`src/hw/rtl/tcce_pkg.sv`:
```
`timescale 1ns / 1ps

package tcce_pkg;

  localparam int COLUMNS_DEF = 80;
  localparam int ROWS_DEF    = 25;

  // Width of the position fields on the ports.
  localparam int POS_OUT_W = 11;

  localparam logic [7:0] NEWLINE_CODE = 8'd10;
  localparam logic [7:0] SPACE_CODE   = 8'd32;
  localparam logic [7:0] ATTR_RESET   = 8'd15;

  localparam logic CMD_PUT       = 1'b0;
  localparam logic CMD_BACKSPACE = 1'b1;

  typedef struct packed {
    logic load_in;    // capture the input item
    logic exec;       // apply the item and load the result register
    logic clr_start;  // begin a clearing sweep with the current attribute
    logic clr_step;   // write one blank cell of the sweep
  } ctrl_cmd_t;

  typedef struct packed {
    logic need_clear; // the captured item will push the cursor past the last row
    logic clr_last;   // the sweep is at the last cell
  } dp_status_t;

endpackage

```
`src/hw/rtl/tcce_ctrl.sv`:
```
`timescale 1ns / 1ps

module tcce_ctrl (
  input  logic                clk,
  input  logic                rst_n,
  input  logic                in_valid,
  output logic                in_stall,
  output logic                out_valid,
  input  logic                out_stall,
  input  tcce_pkg::dp_status_t status,
  output tcce_pkg::ctrl_cmd_t  cmd
);

  localparam logic [1:0] S_CLEAR = 2'd0;
  localparam logic [1:0] S_IDLE  = 2'd1;
  localparam logic [1:0] S_EXEC  = 2'd2;

  logic [1:0] state_r, state_nxt;
  logic       out_valid_r, out_valid_nxt;
  logic       out_free;

  // The result register can take a new item if empty or drained at this edge.
  assign out_free = !out_valid_r || !out_stall;

  always_comb begin
    state_nxt     = state_r;
    out_valid_nxt = out_valid_r && out_stall;
    cmd           = '0;
    unique case (state_r)
      S_CLEAR: begin
        cmd.clr_step = 1'b1;
        if (status.clr_last) begin
          state_nxt = S_IDLE;
        end
      end
      S_IDLE: begin
        if (in_valid) begin
          cmd.load_in = 1'b1;
          state_nxt   = S_EXEC;
        end
      end
      S_EXEC: begin
        if (out_free) begin
          cmd.exec      = 1'b1;
          out_valid_nxt = 1'b1;
          if (status.need_clear) begin
            cmd.clr_start = 1'b1;
            state_nxt     = S_CLEAR;
          end else begin
            state_nxt = S_IDLE;
          end
        end
      end
      default: begin
        state_nxt = S_IDLE;
      end
    endcase
  end

  always_ff @(posedge clk) begin
    if (!rst_n) begin
      state_r     <= S_CLEAR;
      out_valid_r <= 1'b0;
    end else begin
      state_r     <= state_nxt;
      out_valid_r <= out_valid_nxt;
    end
  end

  assign in_stall  = (state_r != S_IDLE);
  assign out_valid = out_valid_r;

endmodule

```
`src/hw/rtl/tcce_datapath.sv`:
```
`timescale 1ns / 1ps

module tcce_datapath #(
  parameter int COLUMNS = tcce_pkg::COLUMNS_DEF,
  parameter int ROWS    = tcce_pkg::ROWS_DEF
) (
  input  logic                                clk,
  input  logic                                rst_n,
  input  tcce_pkg::ctrl_cmd_t                 cmd,
  output tcce_pkg::dp_status_t                status,
  input  logic                                cfg_write,
  input  logic [7:0]                          cfg_data,
  input  logic                                in_cmd,
  input  logic [7:0]                          in_char_code,
  input  logic [10:0]                         in_guard_position,
  output logic [tcce_pkg::POS_OUT_W-1:0]      out_cursor_position,
  output logic                                out_cell_written,
  output logic [tcce_pkg::POS_OUT_W-1:0]      out_cell_index,
  output logic [7:0]                          out_cell_char,
  output logic                                out_screen_cleared
);

  localparam int CELLS = ROWS * COLUMNS;
  localparam int PW    = $clog2(CELLS);
  localparam int RW    = $clog2(ROWS);
  localparam int CLW   = $clog2(COLUMNS);
  localparam int CW    = (PW > tcce_pkg::POS_OUT_W) ? PW : tcce_pkg::POS_OUT_W;
  localparam int OW    = tcce_pkg::POS_OUT_W;

  logic [15:0]    screen_mem [CELLS];

  logic [7:0]     attr_r;
  logic [7:0]     clr_attr_r;
  logic [PW-1:0]  clr_idx_r;
  logic [RW-1:0]  row_r, row_nxt;
  logic [CLW-1:0] col_r, col_nxt;
  logic [PW-1:0]  pos_r, pos_nxt;
  logic           cmd_r;
  logic [7:0]     char_r;
  logic [10:0]    guard_r;

  logic           wr;
  logic [PW-1:0]  wr_idx;
  logic [7:0]     wr_char;
  logic           cleared;
  logic           is_put, is_nl, at_last_col, at_last_row, bs_ok;
  logic [PW+OW-1:0] pos_ext, idx_ext;

  assign is_put      = (cmd_r == tcce_pkg::CMD_PUT);
  assign is_nl       = (char_r == tcce_pkg::NEWLINE_CODE);
  assign at_last_col = (col_r == CLW'(COLUMNS - 1));
  assign at_last_row = (row_r == RW'(ROWS - 1));
  assign bs_ok       = (CW'(pos_r) > CW'(guard_r)) && (col_r != '0);

  assign status.need_clear = is_put && (is_nl || at_last_col) && at_last_row;
  assign status.clr_last   = (clr_idx_r == PW'(CELLS - 1));

  always_comb begin
    row_nxt = row_r;
    col_nxt = col_r;
    pos_nxt = pos_r;
    wr      = 1'b0;
    wr_idx  = '0;
    wr_char = '0;
    cleared = 1'b0;
    if (is_put) begin
      if (is_nl) begin
        // Start of the next row: drop the column, add one row.
        pos_nxt = pos_r - PW'(col_r) + PW'(COLUMNS);
        col_nxt = '0;
        row_nxt = row_r + RW'(1);
      end else begin
        wr      = 1'b1;
        wr_idx  = pos_r;
        wr_char = char_r;
        pos_nxt = pos_r + PW'(1);
        if (at_last_col) begin
          col_nxt = '0;
          row_nxt = row_r + RW'(1);
        end else begin
          col_nxt = col_r + CLW'(1);
        end
      end
      if (status.need_clear) begin
        row_nxt = '0;
        col_nxt = '0;
        pos_nxt = '0;
        cleared = 1'b1;
      end
    end else if (bs_ok) begin
      col_nxt = col_r - CLW'(1);
      pos_nxt = pos_r - PW'(1);
      wr      = 1'b1;
      wr_idx  = pos_r - PW'(1);
      wr_char = tcce_pkg::SPACE_CODE;
    end
  end

  assign pos_ext = {{OW{1'b0}}, pos_nxt};
  assign idx_ext = {{OW{1'b0}}, wr_idx};

  always_ff @(posedge clk) begin
    if (!rst_n) begin
      attr_r     <= tcce_pkg::ATTR_RESET;
      clr_attr_r <= tcce_pkg::ATTR_RESET;
      clr_idx_r  <= '0;
      row_r      <= '0;
      col_r      <= '0;
      pos_r      <= '0;
    end else begin
      if (cfg_write) begin
        attr_r <= cfg_data;
      end
      if (cmd.exec) begin
        row_r <= row_nxt;
        col_r <= col_nxt;
        pos_r <= pos_nxt;
      end
      // The sweep keeps the attribute that was current when it began.
      if (cmd.clr_start) begin
        clr_idx_r  <= '0;
        clr_attr_r <= attr_r;
      end else if (cmd.clr_step) begin
        clr_idx_r <= clr_idx_r + PW'(1);
      end
    end
  end

  always_ff @(posedge clk) begin
    if (cmd.load_in) begin
      cmd_r   <= in_cmd;
      char_r  <= in_char_code;
      guard_r <= in_guard_position;
    end
    if (cmd.exec) begin
      out_cursor_position <= pos_ext[OW-1:0];
      out_cell_written    <= wr;
      out_cell_index      <= idx_ext[OW-1:0];
      out_cell_char       <= wr_char;
      out_screen_cleared  <= cleared;
    end
  end

  // Screen store: one write port shared by item writes and the clearing sweep.
  always_ff @(posedge clk) begin
    if (cmd.exec && wr) begin
      screen_mem[wr_idx] <= {attr_r, wr_char};
    end else if (cmd.clr_step) begin
      screen_mem[clr_idx_r] <= {clr_attr_r, tcce_pkg::SPACE_CODE};
    end
  end

endmodule

```
`src/hw/rtl/text_console_cursor_engine_top.sv`:
```
`timescale 1ns / 1ps

// Text console cursor engine. An item is taken in the idle state and applied
// in the execute state, which waits while the result register is stalled by
// the sink. A put or newline that runs off the last row clears the screen
// store through its single write port, one cell per cycle, and blocks new
// input until that sweep is over; its result is already offered during the
// sweep. After reset the same sweep fills the store with blank cells, and no
// item is taken before it ends.
// The attribute register may be written at any time the engine is idle.
module text_console_cursor_engine_top #(
  parameter int COLUMNS = tcce_pkg::COLUMNS_DEF,
  parameter int ROWS    = tcce_pkg::ROWS_DEF
) (
  input  logic                           clk,
  input  logic                           rst_n,
  input  logic                           cfg_write,
  input  logic [7:0]                     cfg_data,
  input  logic                           in_valid,
  output logic                           in_stall,
  input  logic                           in_cmd,
  input  logic [7:0]                     in_char_code,
  input  logic [10:0]                    in_guard_position,
  output logic                           out_valid,
  input  logic                           out_stall,
  output logic [tcce_pkg::POS_OUT_W-1:0] out_cursor_position,
  output logic                           out_cell_written,
  output logic [tcce_pkg::POS_OUT_W-1:0] out_cell_index,
  output logic [7:0]                     out_cell_char,
  output logic                           out_screen_cleared
);

  tcce_pkg::ctrl_cmd_t  cmd;
  tcce_pkg::dp_status_t status;

  tcce_ctrl u_ctrl (
    .clk       (clk),
    .rst_n     (rst_n),
    .in_valid  (in_valid),
    .in_stall  (in_stall),
    .out_valid (out_valid),
    .out_stall (out_stall),
    .status    (status),
    .cmd       (cmd)
  );

  tcce_datapath #(
    .COLUMNS (COLUMNS),
    .ROWS    (ROWS)
  ) u_datapath (
    .clk                 (clk),
    .rst_n               (rst_n),
    .cmd                 (cmd),
    .status              (status),
    .cfg_write           (cfg_write),
    .cfg_data            (cfg_data),
    .in_cmd              (in_cmd),
    .in_char_code        (in_char_code),
    .in_guard_position   (in_guard_position),
    .out_cursor_position (out_cursor_position),
    .out_cell_written    (out_cell_written),
    .out_cell_index      (out_cell_index),
    .out_cell_char       (out_cell_char),
    .out_screen_cleared  (out_screen_cleared)
  );

endmodule

```
`config.mk`:
```
export PLATFORM = sky130hd
export DESIGN_NAME = text_console_cursor_engine_top
export DESIGN_NICKNAME = d
export VERILOG_FILES = /design/src/hw/rtl/tcce_pkg.sv /design/src/hw/rtl/tcce_ctrl.sv /design/src/hw/rtl/tcce_datapath.sv /design/src/hw/rtl/text_console_cursor_engine_top.sv
export SDC_FILE = /design/constraint.sdc
export NUM_CORES = 1
export LEC_CHECK = 0
export BUFFER_PORTS_ARGS = -buffer_cell sky130_fd_sc_hd__buf_2
export CORE_UTILIZATION = 33
export DETAILED_ROUTE_END_ITERATION = 10
export PLACE_DENSITY = 0.62
export SLEW_MARGIN = 30
export SYNTH_ARGS = -nofsm -noshare
export SYNTH_HDL_FRONTEND = slang
export SYNTH_SLANG_ARGS = --single-unit
```
`constraint.sdc`:
```
create_clock -name clk -period 3.4 [get_ports clk]
set_clock_uncertainty 0.2 [all_clocks]
set_input_delay 0.68 -clock clk [delete_from_list [all_inputs] [get_ports clk]]
set_output_delay 0.68 -clock clk [all_outputs]
set_load 0.1 [all_outputs]
```
==> out/metrics.cfg <==
[global_routing]
grt_pass1_vias=4089
grt_max_degree=24
grt_usage_pct=16.6
grt_first_pass_wirelength_mm=20.8
gr-total-overflow=0
antenna_found_initial=0

[die]
coreArea_sq_um=15300
dieArea_sq_um=16300
start_util_pct=34.1
die_h_microns=128
rows=45
ios=67
die_w_microns=128

[timing]
slew_headroom_pct=40.2
min_period_over_period_pct=93.1
final-max-slew-violation-count=0
hold_violations=0
setup_viol=0
rsz0062_at_grt=no
fin_crit_ns=3.17
final.setup.tns_ns=0
tightest_slew_ns=0.894
fmax_mhz=316

[clocking]
insertion_delay_ns=0.36
cts_made_buffers=9
cts.reportedPaths.clkPinSlew_ns=0.07
cts_tree=built
h-tree-depth=3
root_buffer=clkbuf_16
cts.repair.resized=0
clock_path_buffers=2
post_cts_buffers=0
cts_hold_buffers=0
numClockSinks=89

[critical_path]
r2r_end=u_datapath.pos_r[10]$_SDFFE_PN0P_
cp-end-kind=flip-flop
path_class=flip-flop to flip-flop
r2r_slack_ns=0.23
regToRegStartpoint=u_datapath.pos_r[6]$_SDFFE_PN0P_
crit_buf_inv=2
worst-endpoint-required_ns=3.44
worstPathArrival_ns=3.21
crit_path_cell_trace=inv_1, ha_1, inv_1, ha_1, a21o_1, a221o_1, a221oi_1, xnor2_1, o21ai_1, o21ai_0, a32o_2
reg2reg_depth=11
crit_slowest_cell=dfxtp_1
max_stage_delay_ns=0.41
path_delay_family=compound AO/OA/AOI/OAI gates
crit_fanout=6
cp-start-kind=flip-flop

[yosys]
synth-warning-count=0
synth-seq-cells=89
synthCells=547
ys_types=61
yosys.area.top_type=edfxtp_1
synthMostInstantiatedCell=edfxtp_1
synth_ff_type=edfxtp_1
synthXorXnorAreaFrac_pct=5.70
syn_nets=622
ys_seq_area_share_pct=44.1
syn_area_sq_um=5220
synth_area_leaders=edfxtp_1 (30%), dfxtp_1 (14%), ha_1 (9.8%), o21ai_0 (3.8%), nor2_1 (3.6%)
synth_common_cells=edfxtp_1 (52), nor2_1 (50), ha_1 (41), inv_1 (41), nand2_1 (41)
synthMuxAreaShare_pct=1.01
synth-simple-area-share_pct=16.7
synth_top_area_share_pct=29.9
synth_edf_count=52
synth-adder-area-share_pct=10.2
syn_area_per_cell_sq_um=9.55
async_flop_share_pct=0
synth_top_family_by_area=compound AO/OA/AOI/OAI gates
synth_compound_area_share_pct=17.5

[layout]
final_area_sq_um=6150
drive_above_1_share_pct=17.2
num-nets-final=688
layoutNonFillerInstCount=829
synthToLayoutAreaGrowth_pct=17.7
utilization_pct=40.1
diodes=0

[detailed_routing]
drtPass1Iterations=5
drt_wl_total_mm=13.1
ant_nets=0
wire_per_inst_microns=15.8
drc=0
drt_iter0_drc=310
viasPerCell=5.26
vias=4358

[outcome]
status=finished, final reports clean

[place]
port_buffers=57
dpl_cell_area_sq_um=5840
gp_congestion=0.913
dp_hpwl_mm=9.63
dp.cells=813

[min_path]
hold_end=u_datapath.char_r[4]$_DFFE_PP_
hold-path-cell-count=1
worstHoldStart=in_char_code[4]
hold_path_class=input pin to flip-flop

[job]
cap_violations=0

[power_and_ir_drop]
vdd_drop_max_v=0.000246
leakage_nw=2.44
power_density_nw_per_um2=357

==> where the power goes <==
part / internal, mW / leakage [nW] / switching (mW)
logic: 0.0138 / 1.55 / 0.0160
registers: 1.13 / 0.740 / 0.00270
clock network: 0.583 / 0.150 / 0.445
==> logic make-up after synthesis <==
family,count (synthesis)
compound gates,140
flops,89
mux,5
buf+inv,65
simple gates,172
xor+xnor,34
fa+ha+maj,42
==> sequential cells by signal (all words and copies together), names as in the netlist <==
register and flops:
u_datapath.col_r 7, u_datapath.clr_idx_r 11, u_datapath.out_cell_written 1, u_datapath.out_cell_char 8, u_datapath.out_cursor_position 11, u_datapath.pos_r 11
u_datapath.char_r 8, u_ctrl.state_r 2, u_datapath.guard_r 11, u_datapath.out_screen_cleared 1, u_ctrl.out_valid 1, u_datapath.row_r 5
u_datapath.out_cell_index 11, u_datapath.cmd_r 1
==> placed cells by master, fill, tap and decap left out, types with 3 or more instances in the layout <==
cell	n
a211oi_1	7
a21o_1	10
a21oi_1	29
a31oi_1	3
a32o_1	6
and3_1	7
and4_1	4
buf_2	57
buf_4	22
clkbuf_16	9
dfxtp_1	37
edfxtp_1	52
ha_1	41
inv_1	41
mux2i_1	3
nand2_1	41
nand2b_1	7
nand3_1	13
nand4_1	9
nor2_1	49
nor2b_1	8
nor3_1	5
o211ai_1	10
o21ai_0	40
o22ai_1	5
o31ai_1	7
or2_2	3
or3_1	10
xnor2_1	20
xor2_1	14
==> routing by layer <==
layer,GRT usage (%),up-vias,routed length (microns)
met5,0,-,0
met1,21.2,2054,5760
met3,3.71,20,980
met2,26.8,161,6050
li1,-,2123,-
met4,7.75,0,299
==> how the worst max path moves through the flow <==
| stage | slack, ns | cells after the start | to | from |
|---|---|---|---|---|
| finish | 0.23 | 11 | u_datapath.pos_r[10]$_SDFFE_PN0P_ | u_datapath.pos_r[6]$_SDFFE_PN0P_ |
| global route | 0.02 | 11 | u_datapath.pos_r[0]$_SDFFE_PN0P_ | u_datapath.pos_r[4]$_SDFFE_PN0P_ |
| CTS | 0.22 | 11 | u_datapath.out_cursor_position[10]$_DFFE_PP_ | u_datapath.pos_r[6]$_SDFFE_PN0P_ |
| detailed placement | 0.23 | 11 | u_datapath.out_cursor_position[10]$_DFFE_PP_ | u_datapath.pos_r[6]$_SDFFE_PN0P_ |
| global placement | 0.29 | 11 | u_datapath.out_cursor_position[10]$_DFFE_PP_ | u_datapath.pos_r[6]$_SDFFE_PN0P_ |
| floorplan | 0.22 | 12 | u_datapath.pos_r[0]$_SDFFE_PN0P_ | u_datapath.pos_r[8]$_SDFFE_PN0P_ |
==> cell type report <==
| type | count | area [sq um] |
|---|---|---|
| fillers | 1520 | 9170 |
| flip-flops and latches | 89 | 2300 |
| multi-input cells | 393 | 2670 |
| clock buffers | 9 | 225 |
| clock inverters | 7 | 82.6 |
| well taps | 211 | 264 |
| inverters | 41 | 154 |
| repair buffers | 79 | 450 |
==> stage by stage <==
step           hold WS, ns  setup WS, ns  power (mW)
2_1_floorplan        0.258         0.219        1.17
3_3_place_gp         0.270         0.293        1.19
3_5_place_dp         0.290         0.232        1.19
4_1_cts              0.279         0.217        2.23
5_1_grt              0.282        0.0194        2.28
6_report             0.297         0.235        2.20
Note: power is estimated with default switching activity, not from simulation.
